<file path="config.mk">
export PLATFORM = sky130hd
export DESIGN_NAME = route_request_retry_table
export DESIGN_NICKNAME = d
export VERILOG_FILES = /design/src/rrrt_pkg.sv /design/src/rrrt_ram.sv /design/src/rrrt_ctrl.sv /design/src/rrrt_dp.sv /design/src/route_request_retry_table.sv
export SDC_FILE = /design/constraint.sdc
export NUM_CORES = 2
export LEC_CHECK = 0
export ABC_AREA = 1
export BUFFER_PORTS_ARGS = -buffer_cell sky130_fd_sc_hd__buf_4
export CORE_ASPECT_RATIO = 0.6
export CORE_MARGIN = 3
export CORE_UTILIZATION = 60
export CTS_BUF_LIST = sky130_fd_sc_hd__clkbuf_4
export DETAILED_ROUTE_END_ITERATION = 6
export HOLD_SLACK_MARGIN = 0.15
export PLACE_DENSITY_LB_ADDON = 0.1
export SETUP_SLACK_MARGIN = 0.15
export SLEW_MARGIN = 10
export SYNTH_ARGS = -nofsm -noshare
export SYNTH_HDL_FRONTEND = slang
export SYNTH_SLANG_ARGS = --single-unit
</file>
<file path="constraint.sdc">
create_clock -name clk -period 16.66 [get_ports clk]
set_input_delay 1.666 -clock clk [delete_from_list [all_inputs] [get_ports clk]]
set_output_delay 1.666 -clock clk [all_outputs]
set_load 0.005 [all_outputs]
</file>
<file path="src/rrrt_pkg.sv">
// Shared types and constants for the route request retry table.
`default_nettype none
package rrrt_pkg;

  localparam int DEF_TABLE_ENTRIES = 16;

  localparam int ADDR_W      = 32;
  localparam int TIME_W      = 32;
  localparam int TO_W        = 16;
  localparam int ATT_W       = 8;
  localparam int SLOT_W      = 4;
  localparam int CFG_IDX_W   = 2;
  localparam int CFG_DATA_W  = 16;
  localparam int OUT_TDATA_W = 48;

  typedef enum logic [CFG_IDX_W-1:0] {
    CFG_INIT_TO = 2'd0,
    CFG_MAX_TO  = 2'd1,
    CFG_MAX_ATT = 2'd2
  } cfg_idx_t;

  localparam logic KIND_REQ  = 1'b0;
  localparam logic KIND_TICK = 1'b1;
  localparam logic EV_SEND   = 1'b0;
  localparam logic EV_DROP   = 1'b1;

  localparam logic [TO_W-1:0]  RST_INIT_TO = 16'd50;
  localparam logic [TO_W-1:0]  RST_MAX_TO  = 16'd1000;
  localparam logic [ATT_W-1:0] RST_MAX_ATT = 8'd8;

  typedef struct packed {
    logic [ATT_W-1:0]  att;
    logic [TO_W-1:0]   rem;
    logic [TO_W-1:0]   intv;
    logic [TIME_W-1:0] start;
    logic [ADDR_W-1:0] target;
  } entry_t;

  localparam int ENTRY_W = $bits(entry_t);

  typedef struct packed {
    logic accept;
    logic step;
    logic finish;
  } cmd_t;

  typedef struct packed {
    logic idx_last;
    logic ev_stall;
    logic fin_stall;
  } sts_t;

endpackage
`default_nettype wire

</file>
<file path="src/rrrt_ram.sv">
// Generic single write port RAM with registered read.
`default_nettype none
module rrrt_ram #(
  parameter int WIDTH = 8,
  parameter int DEPTH = 16,
  localparam int AW = (DEPTH > 1) ? $clog2(DEPTH) : 1
) (
  input  wire logic             clk,
  input  wire logic             we,
  input  wire logic [AW-1:0]    waddr,
  input  wire logic [WIDTH-1:0] wdata,
  input  wire logic [AW-1:0]    raddr,
  output logic      [WIDTH-1:0] rdata
);

  logic [WIDTH-1:0] mem [DEPTH];

  always_ff @(posedge clk) begin
    if (we) begin
      mem[waddr] <= wdata;
    end
    rdata <= mem[raddr];
  end

endmodule
`default_nettype wire

</file>
<file path="src/rrrt_ctrl.sv">
// Sequencer: accepts an item, walks the table one entry a cycle unless stalled, then finishes.
`default_nettype none
module rrrt_ctrl (
  input  wire logic          clk,
  input  wire logic          rst_n,
  input  wire logic          in_tvalid,
  output logic               in_tready,
  input  wire rrrt_pkg::sts_t sts,
  output rrrt_pkg::cmd_t     cmd
);
  import rrrt_pkg::*;

  typedef enum logic [2:0] {
    S_IDLE = 3'b001,
    S_SCAN = 3'b010,
    S_FIN  = 3'b100
  } state_t;

  state_t state_r, state_nxt;

  always_comb begin
    state_nxt  = state_r;
    cmd        = '0;
    in_tready  = 1'b0;
    case (state_r)
      S_IDLE: begin
        in_tready = 1'b1;
        if (in_tvalid) begin
          cmd.accept = 1'b1;
          state_nxt  = S_SCAN;
        end
      end
      S_SCAN: begin
        if (!sts.ev_stall) begin
          cmd.step = 1'b1;
          if (sts.idx_last) begin
            state_nxt = S_FIN;
          end
        end
      end
      S_FIN: begin
        if (!sts.fin_stall) begin
          cmd.finish = 1'b1;
          state_nxt  = S_IDLE;
        end
      end
      default: begin
        state_nxt = S_IDLE;
      end
    endcase
  end

  always_ff @(posedge clk) begin
    if (!rst_n) begin
      state_r <= S_IDLE;
    end else begin
      state_r <= state_nxt;
    end
  end

endmodule
`default_nettype wire

</file>
<file path="src/rrrt_dp.sv">
// Datapath: entry RAM, valid bits, scan registers, result pending/output stages.
`default_nettype none
module rrrt_dp #(
  parameter int TABLE_ENTRIES = rrrt_pkg::DEF_TABLE_ENTRIES
) (
  input  wire logic                                 clk,
  input  wire logic                                 rst_n,
  input  wire rrrt_pkg::cmd_t                       cmd,
  output rrrt_pkg::sts_t                            sts,
  input  wire logic [rrrt_pkg::ADDR_W-1:0]          in_tdata,
  input  wire logic                                 in_tuser,
  input  wire logic                                 cfg_wr_en,
  input  wire logic [rrrt_pkg::CFG_IDX_W-1:0]       cfg_index,
  input  wire logic [rrrt_pkg::CFG_DATA_W-1:0]      cfg_wdata,
  output logic                                      out_tvalid,
  input  wire logic                                 out_tready,
  output logic [rrrt_pkg::OUT_TDATA_W-1:0]          out_tdata,
  output logic                                      out_tuser,
  output logic                                      out_tlast
);
  import rrrt_pkg::*;

  localparam int IW = $clog2(TABLE_ENTRIES);
  localparam int OW = $clog2(TABLE_ENTRIES + 1);
  localparam int PAD_W = OUT_TDATA_W - ADDR_W - SLOT_W - ATT_W;

  // control state
  logic [TABLE_ENTRIES-1:0] valid_r, valid_nxt;
  logic [OW-1:0]            occ_r, occ_nxt;
  logic [TIME_W-1:0]        tick_r, tick_nxt;
  logic [TO_W-1:0]          init_to_r, init_to_nxt;
  logic [TO_W-1:0]          max_to_r, max_to_nxt;
  logic [ATT_W-1:0]         max_att_r, max_att_nxt;
  logic                     out_valid_r, out_valid_nxt;
  logic                     pend_v_r, pend_v_nxt;

  // payload
  logic                     kind_r, kind_nxt;
  logic [ADDR_W-1:0]        addr_r, addr_nxt;
  logic [IW-1:0]            idx_r, idx_nxt;
  logic                     dup_r, dup_nxt;
  logic [IW-1:0]            oldest_r, oldest_nxt;
  logic [TIME_W-1:0]        oldest_start_r, oldest_start_nxt;
  logic [IW-1:0]            empty_r, empty_nxt;
  logic                     pend_ev_r, pend_ev_nxt;
  logic [ADDR_W-1:0]        pend_addr_r, pend_addr_nxt;
  logic [SLOT_W-1:0]        pend_slot_r, pend_slot_nxt;
  logic [ATT_W-1:0]         pend_att_r, pend_att_nxt;
  logic                     out_ev_r, out_ev_nxt;
  logic [ADDR_W-1:0]        out_addr_r, out_addr_nxt;
  logic [SLOT_W-1:0]        out_slot_r, out_slot_nxt;
  logic [ATT_W-1:0]         out_att_r, out_att_nxt;
  logic                     out_last_r, out_last_nxt;

  // entry RAM
  logic                ram_we;
  logic [IW-1:0]       ram_waddr, ram_raddr;
  logic [ENTRY_W-1:0]  ram_rdata;
  entry_t              rd_e, wr_e;

  rrrt_ram #(
    .WIDTH (ENTRY_W),
    .DEPTH (TABLE_ENTRIES)
  ) u_ram (
    .clk   (clk),
    .we    (ram_we),
    .waddr (ram_waddr),
    .wdata (wr_e),
    .raddr (ram_raddr),
    .rdata (ram_rdata)
  );

  assign rd_e = entry_t'(ram_rdata);

  logic              cur_v, expire, retry, full, out_free, need_result;
  logic [TO_W:0]     dbl;
  logic [TO_W-1:0]   new_int;
  logic [ATT_W-1:0]  att_inc;
  logic [IW-1:0]     pick;

  always_comb begin
    cur_v       = valid_r[idx_r];
    expire      = rd_e.rem < TO_W'(2);
    retry       = rd_e.att < max_att_r;
    dbl         = {rd_e.intv, 1'b0};
    new_int     = (dbl < {1'b0, max_to_r}) ? dbl[TO_W-1:0] : max_to_r;
    att_inc     = rd_e.att + ATT_W'(1);
    full        = occ_r == OW'(TABLE_ENTRIES);
    pick        = full ? oldest_r : empty_r;
    out_free    = !out_valid_r || out_tready;
    need_result = (kind_r == KIND_TICK) && cur_v && expire;
  end

  always_comb begin
    sts.idx_last  = idx_r == IW'(TABLE_ENTRIES - 1);
    // a second expiry must wait until the held result can move to the output
    sts.ev_stall  = need_result && pend_v_r && !out_free;
    sts.fin_stall = (((kind_r == KIND_REQ) && !dup_r) ||
                     ((kind_r == KIND_TICK) && pend_v_r)) && !out_free;
  end

  // read address runs one entry ahead of the step so data is ready next cycle
  always_comb begin
    if (cmd.accept) begin
      ram_raddr = '0;
    end else if (cmd.step) begin
      ram_raddr = idx_r + IW'(1);
    end else begin
      ram_raddr = idx_r;
    end
  end

  always_comb begin
    ram_we    = 1'b0;
    ram_waddr = idx_r;
    wr_e      = rd_e;
    if (cmd.step && (kind_r == KIND_TICK) && cur_v) begin
      if (!expire) begin
        ram_we     = 1'b1;
        wr_e.rem   = rd_e.rem - TO_W'(1);
      end else if (retry) begin
        ram_we     = 1'b1;
        wr_e.att   = att_inc;
        wr_e.intv  = new_int;
        wr_e.rem   = new_int;
      end
    end else if (cmd.finish && (kind_r == KIND_REQ) && !dup_r) begin
      ram_we      = 1'b1;
      ram_waddr   = pick;
      wr_e.att    = ATT_W'(1);
      wr_e.rem    = init_to_r;
      wr_e.intv   = init_to_r;
      wr_e.start  = tick_r;
      wr_e.target = addr_r;
    end
  end

  always_comb begin
    valid_nxt        = valid_r;
    occ_nxt          = occ_r;
    tick_nxt         = tick_r;
    init_to_nxt      = init_to_r;
    max_to_nxt       = max_to_r;
    max_att_nxt      = max_att_r;
    out_valid_nxt    = out_valid_r;
    pend_v_nxt       = pend_v_r;
    kind_nxt         = kind_r;
    addr_nxt         = addr_r;
    idx_nxt          = idx_r;
    dup_nxt          = dup_r;
    oldest_nxt       = oldest_r;
    oldest_start_nxt = oldest_start_r;
    empty_nxt        = empty_r;
    pend_ev_nxt      = pend_ev_r;
    pend_addr_nxt    = pend_addr_r;
    pend_slot_nxt    = pend_slot_r;
    pend_att_nxt     = pend_att_r;
    out_ev_nxt       = out_ev_r;
    out_addr_nxt     = out_addr_r;
    out_slot_nxt     = out_slot_r;
    out_att_nxt      = out_att_r;
    out_last_nxt     = out_last_r;

    if (out_valid_r && out_tready) begin
      out_valid_nxt = 1'b0;
    end

    if (cfg_wr_en) begin
      case (cfg_idx_t'(cfg_index))
        CFG_INIT_TO: init_to_nxt = cfg_wdata;
        CFG_MAX_TO:  max_to_nxt  = cfg_wdata;
        CFG_MAX_ATT: max_att_nxt = cfg_wdata[ATT_W-1:0];
        default: ;
      endcase
    end

    if (cmd.accept) begin
      kind_nxt   = in_tuser;
      addr_nxt   = in_tdata;
      idx_nxt    = '0;
      dup_nxt    = 1'b0;
      pend_v_nxt = 1'b0;
      if (in_tuser == KIND_TICK) begin
        tick_nxt = tick_r + TIME_W'(1);
      end
    end

    if (cmd.step) begin
      idx_nxt = idx_r + IW'(1);
      if (kind_r == KIND_REQ) begin
        if (cur_v && (rd_e.target == addr_r)) begin
          dup_nxt = 1'b1;
        end
        if (idx_r == '0) begin
          oldest_nxt       = '0;
          oldest_start_nxt = rd_e.start;
        end else if (cur_v && (rd_e.start < oldest_start_r)) begin
          oldest_nxt       = idx_r;
          oldest_start_nxt = rd_e.start;
        end
        if (!cur_v) begin
          empty_nxt = idx_r;
        end
      end else if (need_result) begin
        // hold the newest result back so the final one can carry last
        if (pend_v_r) begin
          out_valid_nxt = 1'b1;
          out_ev_nxt    = pend_ev_r;
          out_addr_nxt  = pend_addr_r;
          out_slot_nxt  = pend_slot_r;
          out_att_nxt   = pend_att_r;
          out_last_nxt  = 1'b0;
        end
        pend_v_nxt    = 1'b1;
        pend_addr_nxt = rd_e.target;
        pend_slot_nxt = SLOT_W'(idx_r);
        if (retry) begin
          pend_ev_nxt  = EV_SEND;
          pend_att_nxt = att_inc;
        end else begin
          pend_ev_nxt        = EV_DROP;
          pend_att_nxt       = rd_e.att;
          valid_nxt[idx_r]   = 1'b0;
          occ_nxt            = occ_r - OW'(1);
        end
      end
    end

    if (cmd.finish) begin
      if ((kind_r == KIND_REQ) && !dup_r) begin
        valid_nxt[pick] = 1'b1;
        if (!full) begin
          occ_nxt = occ_r + OW'(1);
        end
        out_valid_nxt = 1'b1;
        out_ev_nxt    = EV_SEND;
        out_addr_nxt  = addr_r;
        out_slot_nxt  = SLOT_W'(pick);
        out_att_nxt   = ATT_W'(1);
        out_last_nxt  = 1'b1;
      end else if ((kind_r == KIND_TICK) && pend_v_r) begin
        out_valid_nxt = 1'b1;
        out_ev_nxt    = pend_ev_r;
        out_addr_nxt  = pend_addr_r;
        out_slot_nxt  = pend_slot_r;
        out_att_nxt   = pend_att_r;
        out_last_nxt  = 1'b1;
        pend_v_nxt    = 1'b0;
      end
    end
  end

  always_ff @(posedge clk) begin
    if (!rst_n) begin
      valid_r     <= '0;
      occ_r       <= '0;
      tick_r      <= '0;
      init_to_r   <= RST_INIT_TO;
      max_to_r    <= RST_MAX_TO;
      max_att_r   <= RST_MAX_ATT;
      out_valid_r <= 1'b0;
      pend_v_r    <= 1'b0;
    end else begin
      valid_r     <= valid_nxt;
      occ_r       <= occ_nxt;
      tick_r      <= tick_nxt;
      init_to_r   <= init_to_nxt;
      max_to_r    <= max_to_nxt;
      max_att_r   <= max_att_nxt;
      out_valid_r <= out_valid_nxt;
      pend_v_r    <= pend_v_nxt;
    end
  end

  always_ff @(posedge clk) begin
    kind_r         <= kind_nxt;
    addr_r         <= addr_nxt;
    idx_r          <= idx_nxt;
    dup_r          <= dup_nxt;
    oldest_r       <= oldest_nxt;
    oldest_start_r <= oldest_start_nxt;
    empty_r        <= empty_nxt;
    pend_ev_r      <= pend_ev_nxt;
    pend_addr_r    <= pend_addr_nxt;
    pend_slot_r    <= pend_slot_nxt;
    pend_att_r     <= pend_att_nxt;
    out_ev_r       <= out_ev_nxt;
    out_addr_r     <= out_addr_nxt;
    out_slot_r     <= out_slot_nxt;
    out_att_r      <= out_att_nxt;
    out_last_r     <= out_last_nxt;
  end

  assign out_tvalid = out_valid_r;
  assign out_tdata  = {PAD_W'(0), out_att_r, out_slot_r, out_addr_r};
  assign out_tuser  = out_ev_r;
  assign out_tlast  = out_last_r;

endmodule
`default_nettype wire

</file>
<file path="src/route_request_retry_table.sv">
// Top level of the route request retry table.
//
//  channel | dir | handshake           | payload
//  --------+-----+---------------------+---------------------------------------------
//  in      | in  | in_tvalid/in_tready | tuser: kind; tdata: target_addr
//  out     | out | out_tvalid/tready   | tuser: event_res; tdata: addr,slot,attempt;
//          |     |                     | tlast: last
//  cfg     | in  | cfg_wr_en           | cfg_index, cfg_wdata
//
// Each item passes accept, a walk over every entry through the entry RAM's single
// read port, and a finish; a new item is taken only after the finish.
// Reset (synchronous, rst_n low) clears valid bits, occupancy, tick count and
// restores register defaults; entry RAM contents are not cleared.
// A full output register stalls the walk only when a further result is due.
`default_nettype none
module route_request_retry_table #(
  parameter int TABLE_ENTRIES = rrrt_pkg::DEF_TABLE_ENTRIES
) (
  input  wire logic                                 clk,
  input  wire logic                                 rst_n,
  input  wire logic                                 in_tvalid,
  output logic                                      in_tready,
  input  wire logic [rrrt_pkg::ADDR_W-1:0]          in_tdata,   // [31:0] target_addr
  input  wire logic                                 in_tuser,   // [0] kind
  output logic                                      out_tvalid,
  input  wire logic                                 out_tready,
  output logic [rrrt_pkg::OUT_TDATA_W-1:0]          out_tdata,  // [31:0] addr, [35:32] slot,
                                                                // [43:36] attempt
  output logic                                      out_tuser,  // [0] event_res
  output logic                                      out_tlast,
  input  wire logic                                 cfg_wr_en,
  input  wire logic [rrrt_pkg::CFG_IDX_W-1:0]       cfg_index,
  input  wire logic [rrrt_pkg::CFG_DATA_W-1:0]      cfg_wdata
);
  import rrrt_pkg::*;

  cmd_t cmd;
  sts_t sts;

  rrrt_ctrl u_ctrl (
    .clk       (clk),
    .rst_n     (rst_n),
    .in_tvalid (in_tvalid),
    .in_tready (in_tready),
    .sts       (sts),
    .cmd       (cmd)
  );

  rrrt_dp #(
    .TABLE_ENTRIES (TABLE_ENTRIES)
  ) u_dp (
    .clk        (clk),
    .rst_n      (rst_n),
    .cmd        (cmd),
    .sts        (sts),
    .in_tdata   (in_tdata),
    .in_tuser   (in_tuser),
    .cfg_wr_en  (cfg_wr_en),
    .cfg_index  (cfg_index),
    .cfg_wdata  (cfg_wdata),
    .out_tvalid (out_tvalid),
    .out_tready (out_tready),
    .out_tdata  (out_tdata),
    .out_tuser  (out_tuser),
    .out_tlast  (out_tlast)
  );

endmodule
`default_nettype wire

</file>
==> results by group <==
CTS
  • Hold buffers post-CTS: 0
  • CTS H-tree depth: 5
  • Post-CTS setup repair buffer count: 0
  • Post-CTS sizing: 0
  • Clock transition at the registers of the reported paths: 0.07 ns
  • Worst-skew pair later-pin latency: about 1.4 ns
  • Root buffer cell: clkbuf_4
  • Clock Sink Count: 2,035
  • Max Buffers Root-to-Sink: 4
  • CTS Buf Count: between 400 and 500
  • Clock tree from TritonCTS: yes

GRT
  • GR met2 Demand/Resource: 0.456
  • Gr ovfl total: 0
  • Most Crowded Layer GR: met1
  • Total GRT Usage: 0.339
  • M3 GR Usage: 0.0960
  • Pin count of the biggest net entering global routing: 188
  • Vias in the first global route: 62,299
  • Met1 Use GR: 0.533
  • First-pass GRT wire length: 397,000 um
  • Initial antenna violation count: 12

Die
  • Die Wd: 506 um
  • Row count: 109
  • I/O pin total: 108
  • Initial Util: 0.608
  • Die Y-Extent: 306 um
  • Core Region: about 150,000 sq um
  • Die area: 155,000 sq um

Worst setup path
  • CP max stage delay: 0.99 ns
  • Setup crit start kind: flip-flop
  • Reg2reg setup slack: around 9.8 ns
  • Worst Setup SP: u_dp.idx_r[0]$_SDFFCE_PN0P_
  • Crit path required time: 17.63 ns
  • Critical Path Most Common Cell: nand2_1
  • Worst flop-to-flop path endpoint: u_dp.u_ram.mem[13][57]$_DFFE_PP_
  • WS Path Type: flip-flop to flip-flop
  • Crit path DAT: between 7 and 8 ns
  • Worst Reg-to-Reg Cells: 19
  • Worst setup EP type: flip-flop
  • Crit Path Max Fanout: 47
  • Crit-path cells: inv_2 -> nand2_1 -> nand3_1 -> nand2_1 -> nand2_1 -> nand2_1 -> inv_2 -> nand2_2 -> nand3_4 -> nand2_4 -> inv_2 -> nand2_2 -> buf_4 -> nor2_1 -> nor2_1 -> nand3_1 -> nor2_4 -> buf_4 -> buf_4
  • CP endpoint: u_dp.u_ram.mem[13][57]$_DFFE_PP_
  • Reg2reg start: u_dp.idx_r[0]$_SDFFCE_PN0P_
  • Critical-path top delay cell: buf_4

Timing
  • Slew HR: 0.103
  • Min cycle time layout: 6.84 ns
  • Clk_skew: 0.132 ns
  • Final hold violation count: 0
  • Final setup vio count: 0
  • Final Cycle Share: 0.411
  • RSZ-0062 raised after global routing: no
  • Fin Setup TNS: 0 ns
  • Pins over their slew limit: 0
  • Worst-Margin Slew: 1.34 ns
  • F_max: 0.146 GHz

Synthesis
  • Proportion of synthesized area in mux cells: 0.000125
  • EDFF count, synth: 1,786
  • Combinational family with the most area after synthesis: simple AND/OR/NAND/NOR gates
  • Mean post-synth cell area: 10.4 sq um
  • Complex-gate fraction of the synthesized area: 0.0307
  • Number of synthesized register bits: 2,035
  • Post-synthesis sequential area ratio: 0.650
  • XOR/XNOR Fraction of Synth Area: 0.00359
  • Netlist cell types: 50
  • Post-synth ARST share: 0
  • Synth Flop Type: edfxtp_1
  • Synth Instances: 8,701
  • Simple-gate portion of the synthesized area: 0.216
  • Synth Warn #: 0
  • Post-synthesis adder-cell area fraction: 0.00860
  • Synthesized area: 90,200 sq um

Routing
  • Vias per cell: 5.95
  • Iter 0 DRT Violations: between 10,000 and 15,000
  • DR WL/cell: 23.6 um
  • Routed Antenna Nets: 0
  • DR vias: 67,094
  • DRC Markers: 0
  • DRT Wirelength: 266,000 um
  • First-pass DRT Iterations: 6

Final layout
  • Nets: between 9,000 and 10,000
  • Area delta synth->final: 9.14%
  • Register Area: about 60,000 sq um
  • Fraction of layout cells with a size suffix above 1: 0.120
  • Area of the multi-input gates: 23,800 sq um
  • # fillers: approximately 12,000

Power and ir drop
  • Sequential share of power: 0.500
  • Pint: 8.71 mW
  • Max IR drop VDD: around 0.000096 V
  • Gate power share: 0.179
  • Total design power: 12.7 mW
  • Switch Pwr: between 3 and 4 mW
  • Pwr dens: roughly 130 nW/um^2
  • Leakage: 40.7 nW
  • Switching share of power: 0.312
  • Clock group share of total power: 0.321

Place
  • Port bufs: 103
  • DP Wirelength: between 100,000 and 150,000 um
  • Placer Congestion: 0.882

Status
  • Run status: finished, final reports clean

Worst hold path
  • Hold Path Class: input port to flip-flop

Flow run
  • Max cap viols: 0
kinds of logic (layout without fill, tap and decap cells):
logic type | count (synthesis) | after routing
compound gates | 485 | 485
xor+xnor | 37 | 37
fa+ha+maj | 62 | 62
buf+inv | 1968 | 2534
flops | 2035 | 2035
mux | 1 | 1
other cells | 1 | 16
simple gates | 4112 | 4112
power by group through the flow:
stage	sequential, mW	combinational, mW	clock [mW]
final	6.32	2.27	4.06
after global routing	6.32	2.43	4.39
after CTS	6.30	2.20	4.10
after detailed placement	6.41	2.19	0
after global placement	6.41	2.15	0
after floorplan	6.28	1.36	0
cell usage in the layout, fill, tap and decap left out, types with 7 or more instances in the layout:
cell      synthesis  routed
a21oi_1         121     119
xnor2_1          12      12
o21ai_0         194     183
a22oi_1           7       7
a32oi_1          12       9
nand3_1        1724    1724
o21bai_1         13       7
nand3b_1        312     312
nor2_4            0      19
buf_4            45     260
nor4_1           14      14
xor2_1           25      25
o211ai_1         21      21
diode_2           0      12
ha_1             62      62
nor3_1           27      27
inv_2            14      14
a31oi_2           0       9
o21ai_1          18      26
nand4_1         223     223
a21boi_0         13      13
edfxtp_1       1786    1786
nand2_1        1520    1518
o22ai_1          44      44
clkinv_1          1      90
inv_1          1406    1405
clkbuf_4          0     746
dfxtp_1         249     249
nor2_1          260     242
how the worst min path moves through the flow:
stage / from / depth (start not counted) / slack (ns) / to
after CTS: in_tdata[29] / 1 / 0.34 / u_dp.addr_r[29]$_DFFE_PP_
after global routing: in_tdata[22] / 1 / 0.37 / u_dp.addr_r[22]$_DFFE_PP_
after detailed placement: u_dp.init_to_r[5]$_SDFFE_PN1P_ / 2 / 0.45 / u_dp.init_to_r[5]$_SDFFE_PN1P_
after floorplan: u_dp.u_ram.rdata[0]$_DFF_P_ / 0 / 0.41 / u_dp.pend_addr_r[0]$_DFFE_PP_
final: in_tdata[25] / 1 / 0.46 / u_dp.addr_r[25]$_DFFE_PP_
after global placement: u_dp.dup_r$_DFF_P_ / 2 / 0.44 / u_dp.dup_r$_DFF_P_
sequential cells by signal (all words and copies together) (netlist names), 32 cells and up:
name and cells:
u_dp.addr_r 32, u_dp.oldest_start_r 32, u_dp.out_addr_r 32, u_dp.pend_addr_r 32, u_dp.tick_r 32, u_dp.u_ram.mem 1664, u_dp.u_ram.rdata 104
per-layer routing:
metal	wire length, um	up-vias
met3	39400	427
li1	-	30198
met5	221	-
met4	5190	2
met2	108000	4573
met1	114000	31894
cells in the mapped netlist (18+ instances only):
cell / n / area [sq um]
a21oi_1: 121 / 606
buf_1: 53 / 199
buf_2: 229 / 1150
buf_4: 45 / 338
buf_6: 41 / 462
clkbuf_1: 179 / 672
dfxtp_1: 249 / 4980
edfxtp_1: 1786 / 53600
ha_1: 62 / 776
inv_1: 1406 / 5280
nand2_1: 1520 / 5710
nand3_1: 1724 / 8630
nand3b_1: 312 / 2340
nand4_1: 223 / 1400
nor2_1: 260 / 976
nor3_1: 27 / 135
o211ai_1: 21 / 158
o21ai_0: 194 / 971
o21ai_1: 18 / 90.1
o22ai_1: 44 / 275
xor2_1: 25 / 219
stage by stage:
step	area, sq um	hold slack [ns]	instances	setup slack, ns	utilization
after detailed placement	92300	0.451	10419	9.36	0.623
after global placement	92300	0.444	10419	9.47	0.623
final	98400	0.465	11280	9.82	0.664
after CTS	98400	0.340	11268	9.87	0.664
after floorplan	90200	0.408	8704	8.80	-
after global routing	98400	0.374	11276	9.35	0.664
final cells by class:
cell class / count / share of cell area
antenna: 12 / 0.000305
inverter: 1421 / 0.0545
sequential: 2035 / 0.596
timing repair buffer: 264 / 0.0206
multi-input combinational: 4701 / 0.242
clock buffer: 746 / 0.0569
tap: 1998 / 0.0254
clock inverter: 103 / 0.00487
critical path: cells and delay by family, from the launching register on:
kind                   cells  cell delay [ns]
DFF                        1             0.84
and+or+nand+nor           13             2.86
buffers and inverters      6             2.68
(Power assumes the default switching activity.)
